==> config.mk <==
export PLATFORM = sky130hd
export DESIGN_NAME = selective_repeat_sender_window_flat
export DESIGN_NICKNAME = d
export VERILOG_FILES = /design/src/sv/srsw_pkg.sv /design/src/sv/srsw_if.sv /design/src/sv/selective_repeat_sender_window.sv /design/src/sv/srsw_front.sv /design/src/sv/srsw_back.sv /design/src/flat_wrapper.sv
export SDC_FILE = /design/constraint.sdc
export NUM_CORES = 2
export LEC_CHECK = 0
export ABC_AREA = 1
export BUFFER_PORTS_ARGS = -buffer_cell sky130_fd_sc_hd__buf_2
export CAP_MARGIN = 40
export CORE_UTILIZATION = 25
export DETAILED_ROUTE_END_ITERATION = 10
export PLACE_DENSITY_LB_ADDON = 0.3
export SLEW_MARGIN = 20
export SYNTH_ARGS = -nofsm -noshare
export SYNTH_HDL_FRONTEND = slang
export SYNTH_SLANG_ARGS = --single-unit
==> constraint.sdc <==
create_clock -name clk_i -period 20.1 [get_ports clk_i]
set_input_delay 1.005 -clock clk_i [delete_from_list [all_inputs] [get_ports clk_i]]
set_output_delay 1.005 -clock clk_i [all_outputs]
set_load 0.05 [all_outputs]
==> src/sv/srsw_pkg.sv <==
// Package for the selective-repeat sender window: codes, types and sizes.
`default_nettype none
package srsw_pkg;

  localparam int unsigned WindowSlotsDefault = 64;
  localparam int unsigned TimeoutReset = 20;
  localparam int unsigned LimitReset = 64;

  localparam int unsigned SeqW = 32;
  localparam int unsigned SackW = 64;
  localparam int unsigned OpW = 3;
  localparam int unsigned KindW = 3;
  localparam int unsigned TimeoutW = 16;
  localparam int unsigned LimitW = 7;
  localparam int unsigned CntW = 7;
  localparam int unsigned CfgIdxW = 2;
  localparam int unsigned CfgDataW = 16;

  localparam logic [OpW-1:0] OP_CHUNK = 3'd0;
  localparam logic [OpW-1:0] OP_END = 3'd1;
  localparam logic [OpW-1:0] OP_ACK = 3'd2;
  localparam logic [OpW-1:0] OP_FINACK = 3'd3;
  localparam logic [OpW-1:0] OP_TICK = 3'd4;

  localparam logic [KindW-1:0] KIND_SEND = 3'd0;
  localparam logic [KindW-1:0] KIND_RESEND = 3'd1;
  localparam logic [KindW-1:0] KIND_FIN = 3'd2;
  localparam logic [KindW-1:0] KIND_FULL = 3'd3;
  localparam logic [KindW-1:0] KIND_STATUS = 3'd4;

  localparam logic [CfgIdxW-1:0] CFG_TIMEOUT = 2'd0;
  localparam logic [CfgIdxW-1:0] CFG_LIMIT = 2'd1;

  typedef enum logic [2:0] {
    CMD_CHUNK,
    CMD_END,
    CMD_ACK,
    CMD_FINACK,
    CMD_TICK,
    CMD_NOP
  } cmd_op_e;

  typedef struct packed {
    cmd_op_e           op;
    logic [SeqW-1:0]   ack_cum;
    logic [SackW-1:0]  sack_map;
  } cmd_t;

endpackage
`default_nettype wire

==> src/sv/srsw_if.sv <==
// Handshake interfaces for the input items and the result items.
`default_nettype none
interface srsw_in_if;
  logic                        valid;
  logic                        ready;
  logic [srsw_pkg::OpW-1:0]    opcode;
  logic [srsw_pkg::SeqW-1:0]   ack_cum;
  logic [srsw_pkg::SackW-1:0]  sack_map;
  modport source (output valid, output opcode, output ack_cum, output sack_map,
                  input ready);
  modport sink (input valid, input opcode, input ack_cum, input sack_map,
                output ready);
endinterface

interface srsw_out_if;
  logic                        valid;
  logic                        ready;
  logic [srsw_pkg::KindW-1:0]  kind;
  logic [srsw_pkg::SeqW-1:0]   seq_number;
  logic [srsw_pkg::SeqW-1:0]   window_base;
  logic                        done_res;
  logic                        last;
  modport source (output valid, output kind, output seq_number, output window_base,
                  output done_res, output last, input ready);
  modport sink (input valid, input kind, input seq_number, input window_base,
                input done_res, input last, output ready);
endinterface
`default_nettype wire

==> src/sv/selective_repeat_sender_window.sv <==
// Top level of the selective-repeat sender window with configuration registers.
//
// The block is the bookkeeping half of a selective-repeat ARQ sender. Input
// beats on item_i carry an opcode (new chunk, end of data, ack, FIN-ACK or
// timer tick) with the cumulative ack base and the 64-bit SACK map; result
// beats on res_o tell the host what to send (data, resend, FIN), that the
// window is full, or just the status, and the last result of each input
// carries last = 1.
// A chunk, end of data or FIN-ACK passes from S_IDLE through S_DONE into
// the result register. An ack walks every slot in flight once, one slot a
// cycle, and then goes to S_DONE; a tick walks the same way, one slot a
// cycle through the read port of the slot memory while the result register
// can take a beat, then checks the FIN in S_TICKF. Items are carried out one
// at a time; a two-beat queue behind the input lets the sender hand over
// the next items meanwhile.
// Reset clears the window, the sequence counter, the flags and the tick
// count; the slot memory needs no clearing, as a slot is always written by
// a send before it is read. When the receiver holds res_o.ready low, a
// tick walk stops in place and resumes with nothing lost; the queue then fills
// and item_i.ready falls.
// Configuration writes (timeout in ticks, window limit) are taken at any
// clock edge with cfg_we_i high and should be made while the block is idle.
`default_nettype none
module selective_repeat_sender_window #(
  parameter int unsigned WindowSlots = srsw_pkg::WindowSlotsDefault
) (
  input  wire logic                           clk_i,
  input  wire logic                           rst_ni,
  srsw_in_if.sink                             item_i,
  srsw_out_if.source                          res_o,
  input  wire logic                           cfg_we_i,
  input  wire logic [srsw_pkg::CfgIdxW-1:0]   cfg_idx_i,
  input  wire logic [srsw_pkg::CfgDataW-1:0]  cfg_data_i
);

  // Configuration registers; the limit is clamped where it is used.
  logic [srsw_pkg::TimeoutW-1:0] timeout_q;
  logic [srsw_pkg::LimitW-1:0]   limit_q;

  srsw_pkg::cmd_t cmd;
  logic           cmd_valid;
  logic           cmd_pop;

  always_ff @(posedge clk_i or negedge rst_ni) begin
    if (!rst_ni) begin
      timeout_q <= srsw_pkg::TimeoutW'(srsw_pkg::TimeoutReset);
      limit_q <= srsw_pkg::LimitW'(srsw_pkg::LimitReset);
    end else if (cfg_we_i) begin
      case (cfg_idx_i)
        srsw_pkg::CFG_TIMEOUT: timeout_q <= cfg_data_i;
        srsw_pkg::CFG_LIMIT:   limit_q <= cfg_data_i[srsw_pkg::LimitW-1:0];
        default: ;
      endcase
    end
  end

  // The front classifies beats and queues them as commands.
  srsw_front u_front (
    .clk_i       (clk_i),
    .rst_ni      (rst_ni),
    .item_i      (item_i),
    .cmd_o       (cmd),
    .cmd_valid_o (cmd_valid),
    .cmd_pop_i   (cmd_pop)
  );

  // The back keeps the window and produces the result beats.
  srsw_back #(
    .WindowSlots (WindowSlots)
  ) u_back (
    .clk_i       (clk_i),
    .rst_ni      (rst_ni),
    .cmd_i       (cmd),
    .cmd_valid_i (cmd_valid),
    .cmd_pop_o   (cmd_pop),
    .timeout_i   (timeout_q),
    .limit_i     (limit_q),
    .res_o       (res_o)
  );

endmodule
`default_nettype wire

==> src/sv/srsw_front.sv <==
// Front part: accepts input beats, classifies the opcode and queues commands.
`default_nettype none
module srsw_front (
  input  wire logic           clk_i,
  input  wire logic           rst_ni,
  srsw_in_if.sink             item_i,
  output srsw_pkg::cmd_t      cmd_o,
  output logic                cmd_valid_o,
  input  wire logic           cmd_pop_i
);

  srsw_pkg::cmd_t cls;
  srsw_pkg::cmd_t fifo_q [2];
  logic           wr_ptr_q, wr_ptr_d;
  logic           rd_ptr_q, rd_ptr_d;
  logic [1:0]     count_q, count_d;
  logic           push;
  logic           pop;

  always_comb begin
    cls.ack_cum = item_i.ack_cum;
    cls.sack_map = item_i.sack_map;
    case (item_i.opcode)
      srsw_pkg::OP_CHUNK:  cls.op = srsw_pkg::CMD_CHUNK;
      srsw_pkg::OP_END:    cls.op = srsw_pkg::CMD_END;
      srsw_pkg::OP_ACK:    cls.op = srsw_pkg::CMD_ACK;
      srsw_pkg::OP_FINACK: cls.op = srsw_pkg::CMD_FINACK;
      srsw_pkg::OP_TICK:   cls.op = srsw_pkg::CMD_TICK;
      default:             cls.op = srsw_pkg::CMD_NOP;
    endcase
  end

  assign item_i.ready = (count_q != 2'd2);
  assign push = item_i.valid && item_i.ready;
  assign pop = cmd_pop_i && (count_q != 2'd0);
  assign cmd_valid_o = (count_q != 2'd0);
  assign cmd_o = fifo_q[rd_ptr_q];

  always_comb begin
    wr_ptr_d = push ? ~wr_ptr_q : wr_ptr_q;
    rd_ptr_d = pop ? ~rd_ptr_q : rd_ptr_q;
    count_d = count_q + {1'b0, push} - {1'b0, pop};
  end

  always_ff @(posedge clk_i or negedge rst_ni) begin
    if (!rst_ni) begin
      wr_ptr_q <= 1'b0;
      rd_ptr_q <= 1'b0;
      count_q <= 2'd0;
    end else begin
      wr_ptr_q <= wr_ptr_d;
      rd_ptr_q <= rd_ptr_d;
      count_q <= count_d;
    end
  end

  always_ff @(posedge clk_i) begin
    if (push) begin
      fifo_q[wr_ptr_q] <= cls;
    end
  end

endmodule
`default_nettype wire

==> src/sv/srsw_back.sv <==
// Back part: window state, slot memory, ack and timer walks, result register.
`default_nettype none
module srsw_back #(
  parameter int unsigned WindowSlots = srsw_pkg::WindowSlotsDefault
) (
  input  wire logic                           clk_i,
  input  wire logic                           rst_ni,
  input  wire srsw_pkg::cmd_t                 cmd_i,
  input  wire logic                           cmd_valid_i,
  output logic                                cmd_pop_o,
  input  wire logic [srsw_pkg::TimeoutW-1:0]  timeout_i,
  input  wire logic [srsw_pkg::LimitW-1:0]    limit_i,
  srsw_out_if.source                          res_o
);

  localparam int unsigned SlotW = (WindowSlots > 1) ? $clog2(WindowSlots) : 1;
  localparam int unsigned Depth = 1 << SlotW;
  localparam int unsigned MemW = srsw_pkg::SeqW + 1;
  localparam logic [srsw_pkg::LimitW-1:0] LimMax = srsw_pkg::LimitW'(WindowSlots);

  localparam logic [2:0] S_IDLE = 3'd0;
  localparam logic [2:0] S_ACKW = 3'd1;
  localparam logic [2:0] S_TICKW = 3'd2;
  localparam logic [2:0] S_TICKF = 3'd3;
  localparam logic [2:0] S_DONE = 3'd4;

  logic [2:0] state_q, state_d;
  logic [srsw_pkg::SeqW-1:0] base_q, base_d, next_q, next_d, tick_q, tick_d;
  logic [srsw_pkg::SeqW-1:0] fst_q, fst_d, org_q, org_d;
  logic ended_q, ended_d, fsent_q, fsent_d, facked_q, facked_d;
  logic [srsw_pkg::CntW-1:0] k_q, k_d, infl_q, infl_d;
  logic cont_q, cont_d, all_q, all_d;
  logic pend_v_q, pend_v_d;
  logic [srsw_pkg::KindW-1:0] pend_kind_q, pend_kind_d;
  logic [srsw_pkg::SeqW-1:0] pend_seq_q, pend_seq_d;

  logic ov_q, ov_d;
  logic [srsw_pkg::KindW-1:0] okind_q, okind_d;
  logic [srsw_pkg::SeqW-1:0] oseq_q, oseq_d, obase_q, obase_d;
  logic olast_q, olast_d, odone_q, odone_d;

  logic [MemW-1:0] mem_q [Depth];
  logic [MemW-1:0] rd_q;
  logic [SlotW-1:0] rd_addr, waddr;
  logic [MemW-1:0] wdata;
  logic we;

  logic out_can;
  logic [srsw_pkg::LimitW-1:0] lim;
  logic [srsw_pkg::CntW-1:0] infl_now;
  logic [srsw_pkg::SeqW-1:0] ack_dist, span, seq_k, sack_off;
  logic ack_ahead, ack_inside, covered;
  logic new_v;
  logic [srsw_pkg::KindW-1:0] new_kind;
  logic [srsw_pkg::SeqW-1:0] new_seq;
  logic push, push_last;
  logic [srsw_pkg::KindW-1:0] push_kind;
  logic [srsw_pkg::SeqW-1:0] push_seq;

  assign out_can = !ov_q || res_o.ready;

  always_comb begin
    if (limit_i == '0) begin
      lim = srsw_pkg::LimitW'(1);
    end else if (limit_i > LimMax) begin
      lim = LimMax;
    end else begin
      lim = limit_i;
    end
  end

  assign infl_now = next_q[srsw_pkg::CntW-1:0] - base_q[srsw_pkg::CntW-1:0];
  assign ack_dist = cmd_i.ack_cum - base_q;
  assign span = next_q - base_q;
  assign ack_ahead = (ack_dist != '0) && !ack_dist[srsw_pkg::SeqW-1];
  assign ack_inside = ack_ahead && (ack_dist < span);
  assign seq_k = org_q + srsw_pkg::SeqW'(k_q);
  assign sack_off = seq_k - cmd_i.ack_cum;
  assign covered = (sack_off[srsw_pkg::SeqW-1:6] == '0) && cmd_i.sack_map[sack_off[5:0]];

  always_comb begin
    state_d = state_q;
    base_d = base_q;
    next_d = next_q;
    tick_d = tick_q;
    fst_d = fst_q;
    org_d = org_q;
    ended_d = ended_q;
    fsent_d = fsent_q;
    facked_d = facked_q;
    k_d = k_q;
    infl_d = infl_q;
    cont_d = cont_q;
    all_d = all_q;
    pend_v_d = pend_v_q;
    pend_kind_d = pend_kind_q;
    pend_seq_d = pend_seq_q;
    we = 1'b0;
    waddr = next_q[SlotW-1:0];
    wdata = {1'b0, tick_q};
    new_v = 1'b0;
    new_kind = srsw_pkg::KIND_STATUS;
    new_seq = '0;
    push = 1'b0;
    push_last = 1'b0;
    push_kind = pend_kind_q;
    push_seq = pend_seq_q;
    cmd_pop_o = 1'b0;

    case (state_q)
      S_IDLE: begin
        if (cmd_valid_i) begin
          state_d = S_DONE;
          case (cmd_i.op)
            srsw_pkg::CMD_CHUNK: begin
              if (!ended_q) begin
                new_v = 1'b1;
                new_seq = next_q;
                if (infl_now >= lim) begin
                  new_kind = srsw_pkg::KIND_FULL;
                end else begin
                  new_kind = srsw_pkg::KIND_SEND;
                  we = 1'b1;
                  next_d = next_q + srsw_pkg::SeqW'(1);
                end
              end
            end
            srsw_pkg::CMD_END: ended_d = 1'b1;
            srsw_pkg::CMD_FINACK: facked_d = 1'b1;
            srsw_pkg::CMD_ACK: begin
              // A cumulative ack that is not ahead of the base leaves the base in place;
              // one beyond the newest sequence only empties it.
              if (!ack_ahead) begin
                base_d = base_q;
                infl_d = infl_now;
              end else if (ack_inside) begin
                base_d = cmd_i.ack_cum;
                infl_d = infl_now - ack_dist[srsw_pkg::CntW-1:0];
              end else begin
                base_d = next_q;
                infl_d = '0;
              end
              org_d = base_d;
              k_d = '0;
              cont_d = 1'b1;
              state_d = S_ACKW;
            end
            srsw_pkg::CMD_TICK: begin
              tick_d = tick_q + srsw_pkg::SeqW'(1);
              org_d = base_q;
              infl_d = infl_now;
              k_d = '0;
              all_d = 1'b1;
              state_d = S_TICKW;
            end
            default: ;
          endcase
        end
      end
      S_ACKW: begin
        if (k_q >= infl_q) begin
          state_d = S_DONE;
        end else begin
          if (covered) begin
            we = 1'b1;
            waddr = seq_k[SlotW-1:0];
            wdata = {1'b1, rd_q[srsw_pkg::SeqW-1:0]};
          end
          if (cont_q && (rd_q[srsw_pkg::SeqW] || covered)) begin
            base_d = base_q + srsw_pkg::SeqW'(1);
          end else begin
            cont_d = 1'b0;
          end
          k_d = k_q + srsw_pkg::CntW'(1);
        end
      end
      S_TICKW: begin
        if (k_q >= infl_q) begin
          state_d = S_TICKF;
        end else if (out_can) begin
          if (!rd_q[srsw_pkg::SeqW]) begin
            all_d = 1'b0;
            if ((tick_q - rd_q[srsw_pkg::SeqW-1:0]) > srsw_pkg::SeqW'(timeout_i)) begin
              we = 1'b1;
              waddr = seq_k[SlotW-1:0];
              wdata = {1'b0, tick_q};
              new_v = 1'b1;
              new_kind = srsw_pkg::KIND_RESEND;
              new_seq = seq_k;
            end
          end
          k_d = k_q + srsw_pkg::CntW'(1);
        end
      end
      S_TICKF: begin
        if (out_can) begin
          if ((!fsent_q && ended_q && all_q) ||
              (fsent_q && !facked_q &&
               ((tick_q - fst_q) > srsw_pkg::SeqW'(timeout_i)))) begin
            fsent_d = 1'b1;
            fst_d = tick_q;
            new_v = 1'b1;
            new_kind = srsw_pkg::KIND_FIN;
            new_seq = next_q;
          end
          state_d = S_DONE;
        end
      end
      S_DONE: begin
        if (out_can) begin
          push = 1'b1;
          push_last = 1'b1;
          if (!pend_v_q) begin
            push_kind = srsw_pkg::KIND_STATUS;
            push_seq = '0;
          end
          pend_v_d = 1'b0;
          cmd_pop_o = 1'b1;
          state_d = S_IDLE;
        end
      end
      default: state_d = S_IDLE;
    endcase

    // A new result first sends the held one on, so that the last one is known.
    if (new_v) begin
      if (pend_v_q) begin
        push = 1'b1;
      end
      pend_v_d = 1'b1;
      pend_kind_d = new_kind;
      pend_seq_d = new_seq;
    end
  end

  assign rd_addr = org_d[SlotW-1:0] + k_d[SlotW-1:0];

  always_comb begin
    ov_d = ov_q;
    okind_d = okind_q;
    oseq_d = oseq_q;
    obase_d = obase_q;
    odone_d = odone_q;
    olast_d = olast_q;
    if (push) begin
      ov_d = 1'b1;
      okind_d = push_kind;
      oseq_d = push_seq;
      obase_d = base_q;
      odone_d = facked_q;
      olast_d = push_last;
    end else if (res_o.ready) begin
      ov_d = 1'b0;
    end
  end

  assign res_o.valid = ov_q;
  assign res_o.kind = okind_q;
  assign res_o.seq_number = oseq_q;
  assign res_o.window_base = obase_q;
  assign res_o.done_res = odone_q;
  assign res_o.last = olast_q;

  always_ff @(posedge clk_i or negedge rst_ni) begin
    if (!rst_ni) begin
      state_q <= S_IDLE;
      base_q <= '0;
      next_q <= '0;
      tick_q <= '0;
      fst_q <= '0;
      ended_q <= 1'b0;
      fsent_q <= 1'b0;
      facked_q <= 1'b0;
      pend_v_q <= 1'b0;
      ov_q <= 1'b0;
    end else begin
      state_q <= state_d;
      base_q <= base_d;
      next_q <= next_d;
      tick_q <= tick_d;
      fst_q <= fst_d;
      ended_q <= ended_d;
      fsent_q <= fsent_d;
      facked_q <= facked_d;
      pend_v_q <= pend_v_d;
      ov_q <= ov_d;
    end
  end

  always_ff @(posedge clk_i) begin
    org_q <= org_d;
    k_q <= k_d;
    infl_q <= infl_d;
    cont_q <= cont_d;
    all_q <= all_d;
    pend_kind_q <= pend_kind_d;
    pend_seq_q <= pend_seq_d;
    okind_q <= okind_d;
    oseq_q <= oseq_d;
    obase_q <= obase_d;
    odone_q <= odone_d;
    olast_q <= olast_d;
  end

  always_ff @(posedge clk_i) begin
    if (we) begin
      mem_q[waddr] <= wdata;
    end
    rd_q <= mem_q[rd_addr];
  end

endmodule
`default_nettype wire

==> src/flat_wrapper.sv <==
// flat-port wrapper written by rule: the top's interface ports become plain ports
module selective_repeat_sender_window_flat 
#(
  parameter int unsigned WindowSlots = srsw_pkg::WindowSlotsDefault
)
  (clk_i, rst_ni, cfg_we_i, cfg_idx_i, cfg_data_i, item_i_valid, item_i_opcode, item_i_ack_cum, item_i_sack_map, item_i_ready, res_o_valid, res_o_kind, res_o_seq_number, res_o_window_base, res_o_done_res, res_o_last, res_o_ready);
  srsw_in_if item_i_i ();
  srsw_out_if res_o_i ();
  input  wire logic clk_i;
  input  wire logic rst_ni;
  input  wire logic cfg_we_i;
  input  wire logic [srsw_pkg::CfgIdxW-1:0] cfg_idx_i;
  input  wire logic [srsw_pkg::CfgDataW-1:0] cfg_data_i;
  input wire logic [$bits(item_i_i.valid)-1:0] item_i_valid;
  input wire logic [$bits(item_i_i.opcode)-1:0] item_i_opcode;
  input wire logic [$bits(item_i_i.ack_cum)-1:0] item_i_ack_cum;
  input wire logic [$bits(item_i_i.sack_map)-1:0] item_i_sack_map;
  output wire logic [$bits(item_i_i.ready)-1:0] item_i_ready;
  output wire logic [$bits(res_o_i.valid)-1:0] res_o_valid;
  output wire logic [$bits(res_o_i.kind)-1:0] res_o_kind;
  output wire logic [$bits(res_o_i.seq_number)-1:0] res_o_seq_number;
  output wire logic [$bits(res_o_i.window_base)-1:0] res_o_window_base;
  output wire logic [$bits(res_o_i.done_res)-1:0] res_o_done_res;
  output wire logic [$bits(res_o_i.last)-1:0] res_o_last;
  input wire logic [$bits(res_o_i.ready)-1:0] res_o_ready;
  assign item_i_i.valid = item_i_valid;
  assign item_i_i.opcode = item_i_opcode;
  assign item_i_i.ack_cum = item_i_ack_cum;
  assign item_i_i.sack_map = item_i_sack_map;
  assign item_i_ready = item_i_i.ready;
  assign res_o_valid = res_o_i.valid;
  assign res_o_kind = res_o_i.kind;
  assign res_o_seq_number = res_o_i.seq_number;
  assign res_o_window_base = res_o_i.window_base;
  assign res_o_done_res = res_o_i.done_res;
  assign res_o_last = res_o_i.last;
  assign res_o_i.ready = res_o_ready;
  selective_repeat_sender_window #(.WindowSlots(WindowSlots)) u_core (.clk_i(clk_i), .rst_ni(rst_ni), .item_i(item_i_i), .res_o(res_o_i), .cfg_we_i(cfg_we_i), .cfg_idx_i(cfg_idx_i), .cfg_data_i(cfg_data_i));
endmodule
==> results.py <==
metrics = {
    "clocking": {
        "cts_hold_buffers": 1,
        "cts_tree": "done",
        "cts_root_buf": "clkbuf_16",
        "cts_inserted_buffers": 295,
        "clk_latency_ns": 0.95,
        "cts_resized": 0,
        "cts_sinks": 2658,
        "cts_setup_buffers": 0,
        "cts.path.max_buffers": 4,
        "path_clk_slew_ns": 0.06,
        "htree_num_levels": 5,
    },
    "floorplanning": {
        "die_w_um": 694,
        "core_um2": 476000,
        "initial_utilization_pct": 25.2,
        "rows": 253,
        "ios": 193,
        "die_h_um": 694,
        "die-area_um2": 482000,
    },
    "placed_design": {
        "place_ws_ns": 9.48,
        "hpwl_mm": 251,
        "place.gp.congestion": 0.940,
        "place_area_um2": 130000,
        "port-buffer-count": 192,
    },
    "flow_run": {
        "maxCapViolations": 0,
    },
    "critical_path": {
        "cp-end-kind": "flop",
        "crit_path_frequent_cell": "nand2_1",
        "start_kind": "flop",
        "r2r_start": "u_core.u_back.base_q[0]",
        "crit_path_top_delay_cell": "ha_4",
        "crit_fanout": 105,
        "r2r_end": "u_core.u_back.rd_q[13]",
        "required_ns": 20.96,
        "critPathArrivalTime_ns": 11.30,
        "slowest_delay_ns": 0.71,
        "critical_path_class": "reg2reg",
        "reg2reg_slack_ns": 9.66,
        "ff2ff_path_depth": 38,
    },
    "worst_hold_path": {
        "hold_class": "in2reg",
        "holdCritStartpoint": "item_i_ack_cum[1]",
        "min_to": "u_core.u_front.fifo_q[0][65]",
        "holdPathStages": 1,
    },
    "cells_and_area": {
        "num-nets-final": 10647,
        "drive_above_1_share_pct": 10.5,
        "final_area_um2": 140000,
        "area_delta_synth_final_pct": 16.9,
        "fillers": 48541,
    },
    "synth": {
        "synth_area_leaders": "edfxtp_1, mux2i_1, nand2_1",
        "synth-edff-count": 2450,
        "ys_ff_latch": 2658,
        "synth_top_area_share_pct": 61.4,
        "synth_top_area_cell": "edfxtp_1",
        "netlist_top_cells_count": "edfxtp_1, nand2_1, nor2_1",
        "async_flop_share_pct": 6.13,
        "synth_cell_types": 71,
        "syn_area_um2": 120000,
        "yosysSeqAreaShare_pct": 65.6,
        "syn_inst": 10022,
        "synth.avg_cell_area_um2": 12.0,
        "yosysWarningCount": 0,
        "syn_nets": 10409,
        "synth_most_common_cell": "edfxtp_1",
        "synth_ff_type": "edfxtp_1",
    },
    "sta": {
        "tightest_slew_ns": 0.915,
        "finalHoldViolCount": 0,
        "post-route-min-period_ns": 10.44,
        "post-route-period-util_pct": 51.9,
        "fin_ws_ns": 9.66,
        "slew_viol_final": 0,
        "rsz0062_at_grt": "false",
        "max_slew_margin_pct": 39.0,
        "finalSetupTns_ns": 0,
        "fmax_mhz": 95.8,
        "finalClockSkew_ns": 0.0986,
        "finalSetupViolations": 0,
    },
    "routing": {
        "ant_nets": 0,
        "routed_via_density": 4.83,
        "dr.pass1.iters": 6,
        "routed_wl_mm": 399,
        "wl_per_cell_um": 23.7,
        "vias": 81573,
        "first_iter_violations": 7898,
        "post-route-drc-count": 0,
    },
    "global_route": {
        "grt_pass1_vias": 78098,
        "track_usage_pct": 15.9,
        "grt_antenna_before_repair": 22,
        "overflow": 0,
        "grt_pass1_wl_mm": 570,
        "grt_max_degree": 181,
    },
    "run_status": {
        "status": "finished clean",
    },
}
[critical path, delay by kind of cell, from the launching register on]
| family | cells | cell delay (ns) |
|---|---|---|
| AOI/OAI and AO/OA | 15 | 3.73 |
| xor gates and xnor gates | 1 | 0.15 |
| adders and majority gates | 4 | 1.61 |
| buffers and inverters | 6 | 2.38 |
| DFF | 1 | 0.53 |
| and+or+nand+nor | 12 | 1.63 |
[area by class of cell]
cell class	count	area, um2	area share [%]
diodes	6	15.0	0.0107
clock buffers	396	7860	5.62
clock inverters	137	1460	1.05
inverters	749	2840	2.03
multi-input cells	6120	37400	26.7
flip-flops and latches	2658	78600	56.1
well taps	6375	7980	5.70
repair buffers	436	3850	2.75
[metal layers]
metal  share of wire (%)  global-route usage, %  wire [um]  vias up
li1                    -                      -          -    37241
met1                  44                   21.8     176000    41168
met2                  47                   26.2     187000     2591
met3                 5.8                   2.12      23200      567
met4                 3.1                   4.71      12500        6
met5              0.0085                      0         34        -
[through the flow]
stage	hold WS [ns]	utilization (%)	cells
floorplan	0.420	-	10022
global placement	0.456	27.2	16280
detailed placement	0.457	27.4	16328
CTS	0.179	29.4	16862
global route	0.219	29.4	16874
finish	0.245	29.4	16877
[cell families (layout without fill, tap and decap cells)]
group,Yosys count,after routing,synth area share (%)
xor+xnor,207,207,1.53
buf+inv,1244,1718,4.01
mux,530,530,4.43
flops,2658,2658,65.6
fa+ha+maj,265,265,2.82
compound gates,1902,1902,10.2
simple gates,3216,3216,11.5
other cells,0,6,0
[sequential cells by signal (all words and copies together), names as in the netlist, 2 cells and up]
signal	flops
u_core.u_back.mem_q	2112
u_core.u_front.fifo_q	198
u_core.u_back.rd_q	33
u_core.u_back.base_q	32
u_core.u_back.fst_q	32
u_core.u_back.next_q	32
u_core.u_back.org_q	32
u_core.u_back.pend_seq_q	32
u_core.u_back.res_o.seq_number	32
u_core.u_back.res_o.window_base	32
u_core.u_back.tick_q	32
u_core.timeout_q	16
u_core.limit_q	7
u_core.u_back.infl_q	7
u_core.u_back.k_q	7
u_core.u_back.pend_kind_q	3
u_core.u_back.res_o.kind	3
u_core.u_back.state_q	3
u_core.u_front.count_q	2
[placed cells by master (no fill, tap or decap), types with 35 or more instances in the layout]
| cell | count |
|---|---|
| buf_2 | 194 |
| nand2_1 | 1365 |
| xor2_1 | 159 |
| nor3_1 | 68 |
| clkbuf_1 | 93 |
| clkinv_1 | 42 |
| o221ai_1 | 531 |
| a31oi_1 | 79 |
| o21ai_0 | 781 |
| inv_1 | 719 |
| ha_1 | 256 |
| clkinv_2 | 35 |
| or2_2 | 40 |
| a32oi_1 | 67 |
| nor2_4 | 74 |
| xnor2_1 | 43 |
| nand3_1 | 544 |
| nor2_1 | 910 |
| a21oi_1 | 260 |
| dfxtp_1 | 45 |
| buf_4 | 179 |
| dfrtp_1 | 159 |
| edfxtp_1 | 2450 |
| nand4_1 | 72 |
| clkbuf_16 | 297 |
| mux2i_1 | 530 |
| buf_16 | 40 |
[how the worst max path moves through the flow]
stage,startpoint,endpoint,slack [ns],depth (start not counted)
2_1_floorplan,u_core.u_back.k_q[0],u_core.u_back.mem_q[0][31],11.99,31
3_3_place_gp,u_core.u_front.rd_ptr_q,u_core.u_back.rd_q[18],8.73,38
3_5_place_dp,u_core.u_back.base_q[0],u_core.u_back.rd_q[18],9.48,38
4_1_cts,u_core.u_back.base_q[0],u_core.u_back.rd_q[11],9.45,38
5_1_grt,u_core.u_back.base_q[2],u_core.u_back.rd_q[18],8.84,41
6_report,u_core.u_back.base_q[0],u_core.u_back.rd_q[13],9.66,38
Power is not shown: default switching activity piles up to over one toggle a cycle in this logic, so the estimate is an artifact.
